`src/hdl/cse_pkg.sv`:
```
package cse_pkg;

    localparam int MEM_ADDR_BITS = 16;

    localparam logic [15:0] STACK_PAGE = 16'h0100;
    localparam logic [15:0] PC_RESET   = 16'hFFFC;
    localparam logic [7:0]  SP_RESET   = 8'hFF;
    localparam logic [7:0]  ST_RESET   = 8'h04;

    localparam int FLAG_C = 0;
    localparam int FLAG_Z = 1;
    localparam int FLAG_I = 2;
    localparam int FLAG_D = 3;
    localparam int FLAG_B = 4;
    localparam int FLAG_J = 5;
    localparam int FLAG_V = 6;
    localparam int FLAG_N = 7;

    typedef enum logic [5:0] {
        OP_BRK = 6'd0,  OP_RTI = 6'd1,  OP_RTS = 6'd2,  OP_PHP = 6'd3,
        OP_CLC = 6'd4,  OP_PLP = 6'd5,  OP_SEC = 6'd6,  OP_CLI = 6'd7,
        OP_PLA = 6'd8,  OP_SEI = 6'd9,  OP_DEY = 6'd10, OP_TYA = 6'd11,
        OP_TAY = 6'd12, OP_CLV = 6'd13, OP_INX = 6'd14, OP_SED = 6'd15,
        OP_TXA = 6'd16, OP_TXS = 6'd17, OP_TAX = 6'd18, OP_TSX = 6'd19,
        OP_DEX = 6'd20, OP_JMP = 6'd21, OP_BPL = 6'd22, OP_JSR = 6'd23,
        OP_BMI = 6'd24, OP_BVC = 6'd25, OP_BVS = 6'd26, OP_BCC = 6'd27,
        OP_LDY = 6'd28, OP_BCS = 6'd29, OP_CPY = 6'd30, OP_BNE = 6'd31,
        OP_CPX = 6'd32, OP_BEQ = 6'd33, OP_BIT = 6'd34, OP_STY = 6'd35,
        OP_ORA = 6'd36, OP_AND = 6'd37
    } t_op;

    typedef enum logic [2:0] {
        ST_IDLE,
        ST_EXEC,
        ST_MEM1,
        ST_MEM2,
        ST_MEM3,
        ST_OUT
    } t_state;

    // datapath step selected by the controller
    typedef enum logic [2:0] {
        CMD_NONE,
        CMD_LOAD,
        CMD_EXEC,
        CMD_MEM1,
        CMD_MEM2,
        CMD_MEM3,
        CMD_SHOW
    } t_cmd;

    typedef struct packed {
        t_cmd cmd;
    } t_ctrl;

    typedef struct packed {
        logic [1:0] mem_steps;   // number of stack accesses after exec (0..3)
    } t_stat;

endpackage

```
`src/hdl/cse_ctrl.sv`:
```
module cse_ctrl
    import cse_pkg::*;
(
    input  logic  i_clk,
    input  logic  i_rst_n,
    input  logic  i_in_valid,
    output logic  o_in_ready,
    output logic  o_out_valid,
    input  logic  i_out_ready,
    input  t_stat i_stat,
    output t_ctrl o_ctrl
);

    t_state r_state, n_state;

    always_ff @(posedge i_clk) begin
        if (!i_rst_n) begin
            r_state <= ST_IDLE;
        end else begin
            r_state <= n_state;
        end
    end

    always_comb begin
        n_state = r_state;
        unique case (r_state)
            ST_IDLE: if (i_in_valid) n_state = ST_EXEC;
            ST_EXEC: begin
                if (i_stat.mem_steps == 2'd0) n_state = ST_OUT;
                else n_state = ST_MEM1;
            end
            ST_MEM1: begin
                if (i_stat.mem_steps == 2'd1) n_state = ST_OUT;
                else n_state = ST_MEM2;
            end
            ST_MEM2: begin
                if (i_stat.mem_steps == 2'd2) n_state = ST_OUT;
                else n_state = ST_MEM3;
            end
            ST_MEM3: n_state = ST_OUT;
            ST_OUT: begin
                if (i_out_ready) begin
                    n_state = i_in_valid ? ST_EXEC : ST_IDLE;
                end
            end
            default: n_state = ST_IDLE;
        endcase
    end

    always_comb begin
        o_in_ready  = 1'b0;
        o_out_valid = 1'b0;
        o_ctrl.cmd  = CMD_NONE;
        unique case (r_state)
            ST_IDLE: begin
                o_in_ready = 1'b1;
                if (i_in_valid) o_ctrl.cmd = CMD_LOAD;
            end
            ST_EXEC: o_ctrl.cmd = CMD_EXEC;
            ST_MEM1: o_ctrl.cmd = CMD_MEM1;
            ST_MEM2: o_ctrl.cmd = CMD_MEM2;
            ST_MEM3: o_ctrl.cmd = CMD_MEM3;
            ST_OUT: begin
                o_out_valid = 1'b1;
                o_in_ready  = i_out_ready;
                if (i_out_ready && i_in_valid) o_ctrl.cmd = CMD_LOAD;
            end
            default: ;
        endcase
    end

endmodule

```
`config.mk`:
```
export PLATFORM = sky130hd
export DESIGN_NAME = cse_ctrl
export DESIGN_NICKNAME = d
export VERILOG_FILES = /design/src/hdl/cse_pkg.sv /design/src/hdl/cse_ctrl.sv
export SDC_FILE = /design/constraint.sdc
export NUM_CORES = 1
export LEC_CHECK = 0
export ABC_CLOCK_PERIOD_IN_PS = 1500
export CORE_AREA = 2 2 39 41
export DETAILED_ROUTE_END_ITERATION = 6
export DIE_AREA = 0 0 41 43
export DONT_BUFFER_PORTS = 1
export GPL_ROUTABILITY_DRIVEN = 0
export GPL_TIMING_DRIVEN = 0
export PLACE_DENSITY = 0.34
export SKIP_LAST_GASP = 1
export SYNTH_ARGS = -nofsm -noshare
export SYNTH_HDL_FRONTEND = slang
export SYNTH_SLANG_ARGS = --single-unit
```
`constraint.sdc`:
```
create_clock -name i_clk -period 1.5 [get_ports i_clk]
set_clock_uncertainty 0.2 [all_clocks]
set_input_delay 0.225 -clock i_clk [delete_from_list [all_inputs] [get_ports i_clk]]
set_output_delay 0.225 -clock i_clk [all_outputs]
set_load 0.02 [all_outputs]
```
Word level (Yosys, flattened, before mapping)
Cells that the tools add are included.

Reduce and logical (&&, ||, !) cells: 4. Equal/unequal tests: 9. Multiplexer cells: 11.

Operator list (count): 3-bit case mux with 6 select lines (2); 3-bit 2-to-1 mux (4); 3-bit by 2-bit == test with 1-bit output (second input constant) (2); 3-bit == test (second input constant) (2); 1-bit 2-to-1 mux (4); 2-bit != test (second input constant) (2); 3-bit by 1-bit == test with 1-bit output (second input constant) (1); 3-bit logical NOT (1); 2-bit by 1-bit == test with 1-bit output (second input constant) (1); 2-bit == test (second input constant) (1); 2-bit logical NOT (1); 1-bit case mux with 2 select lines (1); 2-bit AND reduction (1); 1-bit logical AND (1).

Output and inout port bits: 5. Register bits: 3. Input bits: 6. Logic and storage cells: 25.

Longest topological paths before layout
Gate-level depths: netlist of run 1.

Word-level depth: 3. Gate-level depth with buffers: 4. Depth with buffers taken out: 3.

Least setup slack after synthesis of run 1
OpenSTA, ideal clock, no wires.

Kind: reg2out. Start point: register r_state[0]. End point: output o_ctrl[2] (netlist bit). Path slack: -0.013 ns. Stages on the path, launching flop included: 5. Arrival time: 1.088 ns. Buffers on the path: 1. Required time: 1.075 ns. Path through: dfxtp_1 buf_2 inv_1 nand2_1 o21ai_0.

RTL lines: start, declared (line cse_ctrl.sv:14) `t_state r_state, n_state;`; start signal, assigned (line cse_ctrl.sv:20) `r_state <= n_state;`; end, declared (line cse_ctrl.sv:11) `output t_ctrl o_ctrl`.

==> metrics, run 1 <==
H-tree levels=1; Ant. Diodes=0; initial antenna violation count=0; CTS Sinks=3; vias per inst=5.09; layout cells sized above 1=57.1%; biggest area consumer among synthesized cells=dfxtp_1; CTS Buf Count=3; Post-DP Area=293 sq um; Port Buffers=0; synth warn=0; Static Leakage=0.160 nW; Initial Util=19.7%; die area=1760 sq um; Clk Latency, worst-skew pair=230 ps; Die Y=43 microns; Fillers=151; overall routing resource usage=11.0%; total power after layout=590 uW; Final Slew Violations=0; core area=1380 sq um; Critical Setup Path Class=reg -> out; Max VDD drop=0.313 mV; max reg flops=3; synth-to-layout area growth=75.2%; status=finished with violations; Worst Path Required=1070 ps; endpoints failing setup=5; Detailed Route Iter0 Violations=9; RSZ-0062 raised after global routing=yes; Reg with most FFs=r_state; final instance area=478 sq um; Fmax achieved=616 MHz; width of the die=41 microns; Final Hold Vio Count=0; mean area per synthesized cell=7.18 sq um; max-cap violations=0; relative slew slack=82.3%; failing checks=setup timing; PwrDens=1240 nW/um^2; crit-path max FO=4; setup slack after layout=-123 ps; Synth Register Bits=3; drt first pass iters=3; Longest Clk Path Bufs=2; Routed WL per cell=12.9 microns; largest net degree at the start of global routing=11; CP Capture Type=primary output; Nets=56; DRC Markers=0; vias in the first global route=320; register area=63.8 sq um; first-pass GRT wire length=1320 microns; Cell Area, Synth=273 sq um; multi-input logic area=270 sq um; count of different cell masters after synthesis=23; Site Rows=14; Synth Instances=38; Final HPWL DP=515 microns; antenna viol nets, final=0; top cells by area, synth=dfxtp_1, a21oi_1, buf_2; drt total wl=839 microns; syn nets=44; Hold Path Class=in -> reg; Largest regs=r_state: 3 flops; Synth top area share=22.0%; I/O pins=11; CP arrival=1200 ps; clock-pin slew on the worst setup and hold paths=30 ps; fin crit share=108%; via count=331; minimum clock period=1620 ps; GRT overflow=0; CTS tree=yes; Worst Tran Pin Value=263 ps; clk root buf=clkbuf_4; CP startpoint kind=register; register area share after synthesis=22.0%
-- synth_stat cells, drive strengths merged --
cell type and instances:
nand3 2, a221oi 1, a21bo 1, inv 2
or4 1, a31oi 1, nor2b 1, nor2 3
o21a 1, nand4b 1, o211ai 1, xnor2 1
o21ai 3, nand3b 2, o2111a 1, dfxtp 3
buf 3, a21oi 4, o311a 1, nand2 2
or2 1, a21boi 1, nor3 1
-- layout by cell type (no fill, tap or decap) --
cell,count
xnor2_1,1
buf_6,3
nand4b_1,1
dlygate4sd3_1,1
clkinvlp_4,1
clkbuf_4,3
a221oi_4,1
buf_4,5
buf_2,1
nor3_4,1
inv_2,1
a21oi_1,2
o311a_1,1
clkbuf_1,1
nand2_2,1
or4_1,1
o21a_1,1
o211ai_1,1
a21boi_0,1
nand3b_1,2
o21ai_4,1
or2_4,1
o2111a_1,1
nor2b_1,1
dfxtp_2,3
nor2_1,2
o21ai_0,2
a21bo_2,1
nand3_2,2
nor2_2,1
a21oi_4,2
nand2_1,1
a31oi_1,1
-- report_power, final --
| part | internal, mW | switching, mW |
|---|---|---|
| clock network | 0.0997 | 0.0413 |
| logic | 0.150 | 0.188 |
| registers | 0.0970 | 0.0144 |
| total | 0.347 | 0.244 |
-- timing repair --
item	4_1_cts	5_1_grt
hold buffers	1	0
setup buffers	4	1
resized for setup	25	1
pin swaps	4	4
endpoints found under the setup margin	5	6
gates cloned	1	0
hold endpoints to repair	2	0
-- path summary, 6_finish.rpt --
path                                 start  cells past startpoint  slack [ps]         end
worst max-delay path            r_state[0]                      4        -120   o_ctrl[0]
worst max register to register  r_state[2]                      4          60  r_state[0]
worst min register to register  r_state[1]                      2         460  r_state[0]
worst min-delay path               i_rst_n                      2          20  r_state[0]
-- routing by layer --
| metal | vias to the layer above | GRT usage (%) | routed length [microns] |
|---|---|---|---|
| met3 | 0 | 3.14 | 22 |
| met4 | 0 | 6.00 | 0 |
| met1 | 160 | 13.2 | 359 |
| li1 | 166 | - | - |
| met5 | - | 0 | 0 |
| met2 | 5 | 16.9 | 457 |
-- through the flow --
step	worst slack [ps]	setup TNS [ps]	instances	hold WS (ps)	util [%]
3_3_place_gp	-87.8	-162	54	195	21.2
2_1_floorplan	10.9	0	38	163	-
4_1_cts	-148	-466	64	2.82	33.8
6_report	-123	-505	65	17.2	34.5
3_5_place_dp	-111	-198	54	196	21.2
5_1_grt	-170	-752	65	15.0	34.5
-- area by class of cell --
class | instances | area share, %
Buffer | 3 | 7.07
Timing Repair Buffer | 7 | 11.0
Clock buffer | 4 | 5.50
Tap cell | 16 | 4.19
Inverter | 2 | 2.36
Multi-Input combinational cell | 30 | 56.5
Sequential cell | 3 | 13.4
-- critical path: stages (launching register included) --
cell and delay [ps]:
dfxtp_2 340, buf_6 110, clkinvlp_4 120, a221oi_4 320, a21oi_4 80
-- kinds of logic (layout without fill, tap and decap cells) --
family,count (synthesis),after routing,synth area share [%]
compound gates,15,15,38.1
simple gates,14,14,28.4
buf+inv,5,16,8.26
flops,3,3,22.0
xor+xnor,1,1,3.21
Power figures use the tool's default switching activity.
==> run 2, diff against run 1 <==
--- a/config.mk
+++ b/config.mk
@@ -9,2 +9,3 @@
 export CORE_AREA = 2 2 39 41
+export CTS_CLUSTER_DIAMETER = 150
 export DETAILED_ROUTE_END_ITERATION = 6
@@ -16,2 +17,3 @@
 export SKIP_LAST_GASP = 1
+export SLEW_MARGIN = 20
 export SYNTH_ARGS = -nofsm -noshare
==> constraint.sdc (replaced) <==
create_clock -name i_clk -period 1.5 [get_ports i_clk]
set_clock_uncertainty 0.2 [all_clocks]
set_input_delay 0.3 -clock i_clk [delete_from_list [all_inputs] [get_ports i_clk]]
set_output_delay 0.3 -clock i_clk [all_outputs]
set_load 0.02 [all_outputs]
==> run 2 against run 1 <==
The run still ends with setup timing left. Critical path depth decreased by 1. Clock-buffer cell count unchanged. Non-clock buffer count increased by 3. Worst hold slack got worse by 4.1 ps. Global-route usage increased by 2.8 points. Sequential share of layout area decreased by 1.5 points. Fmax decreased by 1.7%. Combinational power increased by 22%. Design area increased by 17%. Sequential power about the same. First-iteration DRC count decreased by 44%. Clock power about the same. Largest cell class unchanged.
==> metrics, run 2 (synthesis gave the netlist of run 1 again) <==
status=finished with violations; failing checks=setup timing; PwrDens=1200 nW/um^2 (-3.1%); H-tree levels=1 (unchanged); vias in the first global route=350 (+9.4%); relative slew slack=82.3% (about the same); R2R Setup Slk=40 ps (-20 ps); Detailed Route Iter0 Violations=5 (-4); Routed WL per cell=13.8 microns (+6.8%); Max VDD drop=0.676 mV (+120%); r2r endpoint=r_state[1]; Final Non-Filler Cells=68 (+4.6%); CP Capture Type=primary output; largest net degree at the start of global routing=11 (unchanged); GRT overflow=0 (unchanged); Worst Path Required=1000 ps (-70 ps); max reg flops=3 (unchanged); total power after layout=668 uW (+13%); Ant. Diodes=0 (unchanged); Fmax achieved=606 MHz (-1.7%); drt total wl=937 microns (+12%); CTS Sinks=3 (unchanged); Hold Path Class=in -> reg; Final HPWL DP=522 microns (+1.3%); Largest regs=r_state: 3 flops; via count=343 (+3.6%); RSZ-0062 raised after global routing=yes; vias per inst=5.04 (-0.95%); Post-Place Cells=54 (unchanged); Place WS=-136 ps (-24.7 ps); synth-to-layout area growth=105%; CTS Buf Count=3 (unchanged); core area=1380 sq um (unchanged); Clk Latency, worst-skew pair=230 ps (about the same); Reg with most FFs=r_state; clock-pin slew on the worst setup and hold paths=30 ps (about the same); die area=1760 sq um (unchanged); Nets=59 (+5.4%); Site Rows=14 (unchanged); Initial Util=19.7% (unchanged); worst setup path end=o_ctrl[0]; endpoints failing setup=5 (unchanged); Final Slew Violations=0 (unchanged); Worst Tran Pin Value=264 ps (+1.25 ps); initial antenna violation count=0 (unchanged); Die Y=43 microns (unchanged); final hold slack=13.0 ps (-4.14 ps); worst r2r src=r_state[0]; DRC Markers=0 (unchanged); Critical Setup Path Class=reg -> out; clk root buf=clkbuf_4; fin crit share=110% (+1.8 points); drt first pass iters=4 (+1); overall routing resource usage=13.8% (+2.8 points); R2R cell count=6 (+2); most frequent cells in the layout=buf_6, buf_4, clkbuf_4; first-pass GRT wire length=1520 microns (+15%); max-cap violations=0 (unchanged); antenna viol nets, final=0 (unchanged); Final Hold Vio Count=0 (unchanged); crit-path max FO=4 (unchanged); crit path from=r_state[0]; Static Leakage=0.192 nW (+20%); Longest Clk Path Bufs=2 (unchanged); layout cells sized above 1=57.7% (+0.55 points); I/O pins=11 (unchanged); CP startpoint kind=register; setup slack after layout=-151 ps (-27.7 ps); CTS tree=yes; CP arrival=1150 ps (-50 ps); Port Buffers=0 (unchanged); width of the die=41 microns (unchanged); minimum clock period=1650 ps (+27.7 ps)
-- run 2: worst max-delay path, stage by stage, from the launching register on --
cell and delay (ps):
dfxtp_4 350, a21bo_4 230, a221oi_4 250, a21oi_4 80
-- run 2: metrics by stage --
stage / utilization (%) / area [sq um] / setup TNS [ps]
after global routing: 40.3 / 558 / -792
after global placement: 22.1 / 305 / -256
final: 40.3 / 558 / -563
after CTS: 38.2 / 528 / -653
after detailed placement: 22.1 / 305 / -258
after floorplan: - / 285 / -6.07
-- run 2: worst min path at each step --
stage / from / to / slack, ps / cells after the start
2_1_floorplan: i_rst_n / r_state[2] / 240 / 2
3_3_place_gp: i_rst_n / r_state[2] / 260 / 2
3_5_place_dp: i_rst_n / r_state[2] / 250 / 2
4_1_cts: i_rst_n / r_state[1] / 8 / 1
5_1_grt: i_rst_n / r_state[1] / 6 / 1
6_report: i_rst_n / r_state[1] / 10 / 1
-- run 2: where the power goes --
group          leakage, nW  switching (mW)  internal, mW  total (mW)
clock               0.0150          0.0412        0.0996       0.141
sequential          0.0261          0.0152        0.0980       0.113
combinational        0.151           0.214         0.200       0.414
-- run 2: metal layers --
| layer | vias up | share of wire, % | GRT usage (%) |
|---|---|---|---|
| li1 | 171 | - | - |
| met1 | 158 | 34 | 13.5 |
| met2 | 10 | 56 | 21.3 |
| met3 | 4 | 6.7 | 6.81 |
| met4 | 0 | 3.1 | 10.0 |
| met5 | - | 0 | 0 |
-- run 2: final cells by class --
class                   instances  area (sq um)
plain buffers                   3          33.8
clock buffers                   4          26.3
fillers                       137           826
inverters                       2          10.0
multi-input cells              30           313
flip-flops and latches          3          66.3
well taps                      16          20.0
repair buffers                 10          88.8
-- run 2: repair_timing --
action	CTS	global route
pin swaps	6	6
setup endpoints to repair	5	7
hold buffers	1	0
gates resized for setup	29	5
endpoints found under the hold margin	1	0
cloned	0	0
buffers inserted	7	2
==> run 3, diff against run 2 <==
ABC_AREA = 1   (was unset)
PLACE_DENSITY = 0.35   (was 0.34)
==> run 3 against run 2 <==
Fmax up 2.8%. Combinational power down 51%. Clock power about the same. Via count down 12%. The run still ends with setup timing left. Design area down 28%. Clock-buffer cell count unchanged. Non-clock buffer count down 11. Register-to-register slack better by 60 ps. Wire length down 27%. Utilization down 11 points. Highest routed layer is now met3.
==> metrics, run 3 <==
fin util=28.9% (-11 points); met2 Use GR=13.1% (-8.1 points); width of the die=41 microns (unchanged); main combinational cell family by area after synthesis=simple AND/OR/NAND/NOR gates; Worst Path Required=1000 ps (about the same); drt total wl=686 microns (-27%); Final HPWL DP=525 microns (+0.65%); # hold bufs at CTS=0 (-1); mux share of post-synthesis cell area=0% (unchanged); Synth Area in Compound Gates=12.7% (-25 points); Nets=60 (+1.7%); met3 usage=6.81% (unchanged); max-cap violations=0 (unchanged); Total Neg Setup Slack=-306 ps (+257 ps); crit-path max FO=6 (+2); core area=1380 sq um (unchanged); Final Hold Vio Count=0 (unchanged); fin crit share=107% (-3.0 points); die area=1760 sq um (unchanged); mean area per synthesized cell=5.76 sq um (-20%); biggest area consumer among synthesized cells=dfxtp_1; WHS Path Cells=2 (+1); Post-Synth Simple-Gate Area=51.6% (+23 points); Max VDD drop=0.645 mV (-4.6%); Critical Setup Path Class=reg -> out; CP arrival=1110 ps (-40 ps); endpoints failing setup=4 (-1); failing checks=setup timing; Site Rows=14 (unchanged); clk root buf=clkbuf_4; Post-Synth XOR/XNOR Area=0% (-3.2 points); RSZ-0062 raised after global routing=yes; CTS Buf Count=3 (unchanged); Cell Area, Synth=277 sq um (+1.4%); syn nets=54 (+23%); Worst Tran Pin Value=230 ps (-34.1 ps); Hold Path Class=in -> reg; Primary FF master, synth=dfxtp_1; initial antenna violation count=0 (unchanged); worst r2r src=r_state[2]; PwrDens=1160 nW/um^2 (-3.4%); antenna viol nets, final=0 (unchanged); Port Buffers=0 (unchanged); drt first pass iters=4 (unchanged); Clk Latency, worst-skew pair=230 ps (about the same); largest net degree at the start of global routing=9 (-2); post-synthesis adder-cell area fraction=0% (unchanged); clock-pin slew on the worst setup and hold paths=40 ps (about the same); minimum clock period=1610 ps (-45.7 ps); most frequent cells after synthesis=nor2_1, nand2_1, inv_1; H-tree levels=1 (unchanged); r2r endpoint=r_state[2]; CP Capture Type=primary output; Detailed Route Iter0 Violations=1 (-4); Ant. Diodes=0 (unchanged); R2R Setup Slk=100 ps (+60 ps); Reg with most FFs=r_state; CTS Sinks=3 (unchanged); Final Slew Violations=0 (unchanged); R2R cell count=8 (+2); I/O pins=11 (unchanged); status=finished with violations; met1 global-route usage=13.4% (-0.043 points); via count=301 (-12%); Static Leakage=0.182 nW (-5.2%); CP startpoint kind=register; layout cells sized above 1=43.4% (-14 points); Synth Instances=48 (+26%); Worst Hold Launch=i_rst_n; commonest non-fill, non-tap cell in the layout=nor2_1; most common cell in the netlist=nor2_1; Routed WL per cell=9.94 microns (-28%); GRT overflow=0 (unchanged); vias in the first global route=306 (-13%); CTS tree=yes; asr flop ratio synth=0% (unchanged); synth warn=0 (unchanged); synth-to-layout area growth=44.8%; Die Y=43 microns (unchanged); Largest regs=r_state: 3 flops; GRT Max-Usage Layer=met1; Initial Util=20.0% (+0.27 points); register area share after synthesis=21.7% (-0.30 points); relative slew slack=84.6% (+2.2 points); max reg flops=3 (unchanged); vias per inst=4.36 (-14%); Fmax achieved=623 MHz (+2.8%); overall routing resource usage=9.72% (-4.1 points); Longest Clk Path Bufs=2 (unchanged); Synth top area share=21.7% (-0.30 points); DRC Markers=0 (unchanged); count of different cell masters after synthesis=18 (-22%); setup slack after layout=-105 ps (+45.7 ps); most frequent cells in the layout=nor2_1, nand2_1, inv_1, nor3_2; Hold EP=r_state[0]; top cells by area, synth=dfxtp_1, nor2_1, nand2_1; Synth Register Bits=3 (unchanged); number of synthesized flops with an enable pin=0 (unchanged); first-pass GRT wire length=1190 microns (-22%); Fillers=174 (+27%)
## run 3: cell type report
cell class / count / area, sq um / area share, %
Timing Repair Buffer: 1 / 7.51 / 1.88
Tap cell: 16 / 20.0 / 5.00
Inverter: 9 / 36.3 / 9.06
Sequential cell: 3 / 66.3 / 16.6
Buffer: 1 / 11.3 / 2.81
Clock buffer: 4 / 26.3 / 6.56
Multi-Input combinational cell: 35 / 233 / 58.1
## run 3: stage by stage
step                hold slack (ps)  area [sq um]  cells  power [mW]  setup WS, ps
floorplan                       257           277     48       0.239          54.5
global placement                281           297     64       0.265         -32.5
detailed placement              278           297     64       0.262         -22.0
CTS                            26.6           394     69       0.468          -111
global route                   40.4           400     69       0.502          -181
finish                         30.4           400     69       0.463          -105
## run 3: worst max-delay path by stage
| stage | start | to | cells past startpoint |
|---|---|---|---|
| finish | r_state[0] | o_ctrl[0] | 2 |
| global route | r_state[1] | o_ctrl[0] | 3 |
| CTS | r_state[2] | o_ctrl[0] | 3 |
| detailed placement | r_state[2] | o_ctrl[0] | 3 |
| global placement | r_state[2] | o_ctrl[0] | 3 |
| floorplan | r_state[2] | o_ctrl[0] | 3 |
## run 3: power breakdown
group          switching [mW]  internal (mW)
sequential             0.0239         0.0951
combinational           0.126         0.0769
clock                  0.0411         0.0996
## run 3: metal layers
metal | vias to the layer above | routed length, microns | part of all wire [%]
li1 | 162 | - | -
met1 | 127 | 348 | 51
met2 | 12 | 272 | 40
met3 | 0 | 65 | 9.5
met4 | 0 | 0 | 0
met5 | - | 0 | 0
## run 3: critical path: stages, from the launching register on
cell and delay [ps]:
dfxtp_2 420, nand4_1 190, o22ai_4 260
## run 3: kinds of logic (layout without fill, tap and decap cells)
group | count (synthesis) | count (layout)
and+or+nand+nor | 29 | 29
DFF | 3 | 3
buffers and inverters | 10 | 15
AOI/OAI and AO/OA | 6 | 6
## run 3: what timing repair did
action	CTS	global route
pin swaps	2	0
hold endpoints to repair	0	0
buffers inserted	1	0
gates resized for setup	16	3
setup endpoints to repair	5	5
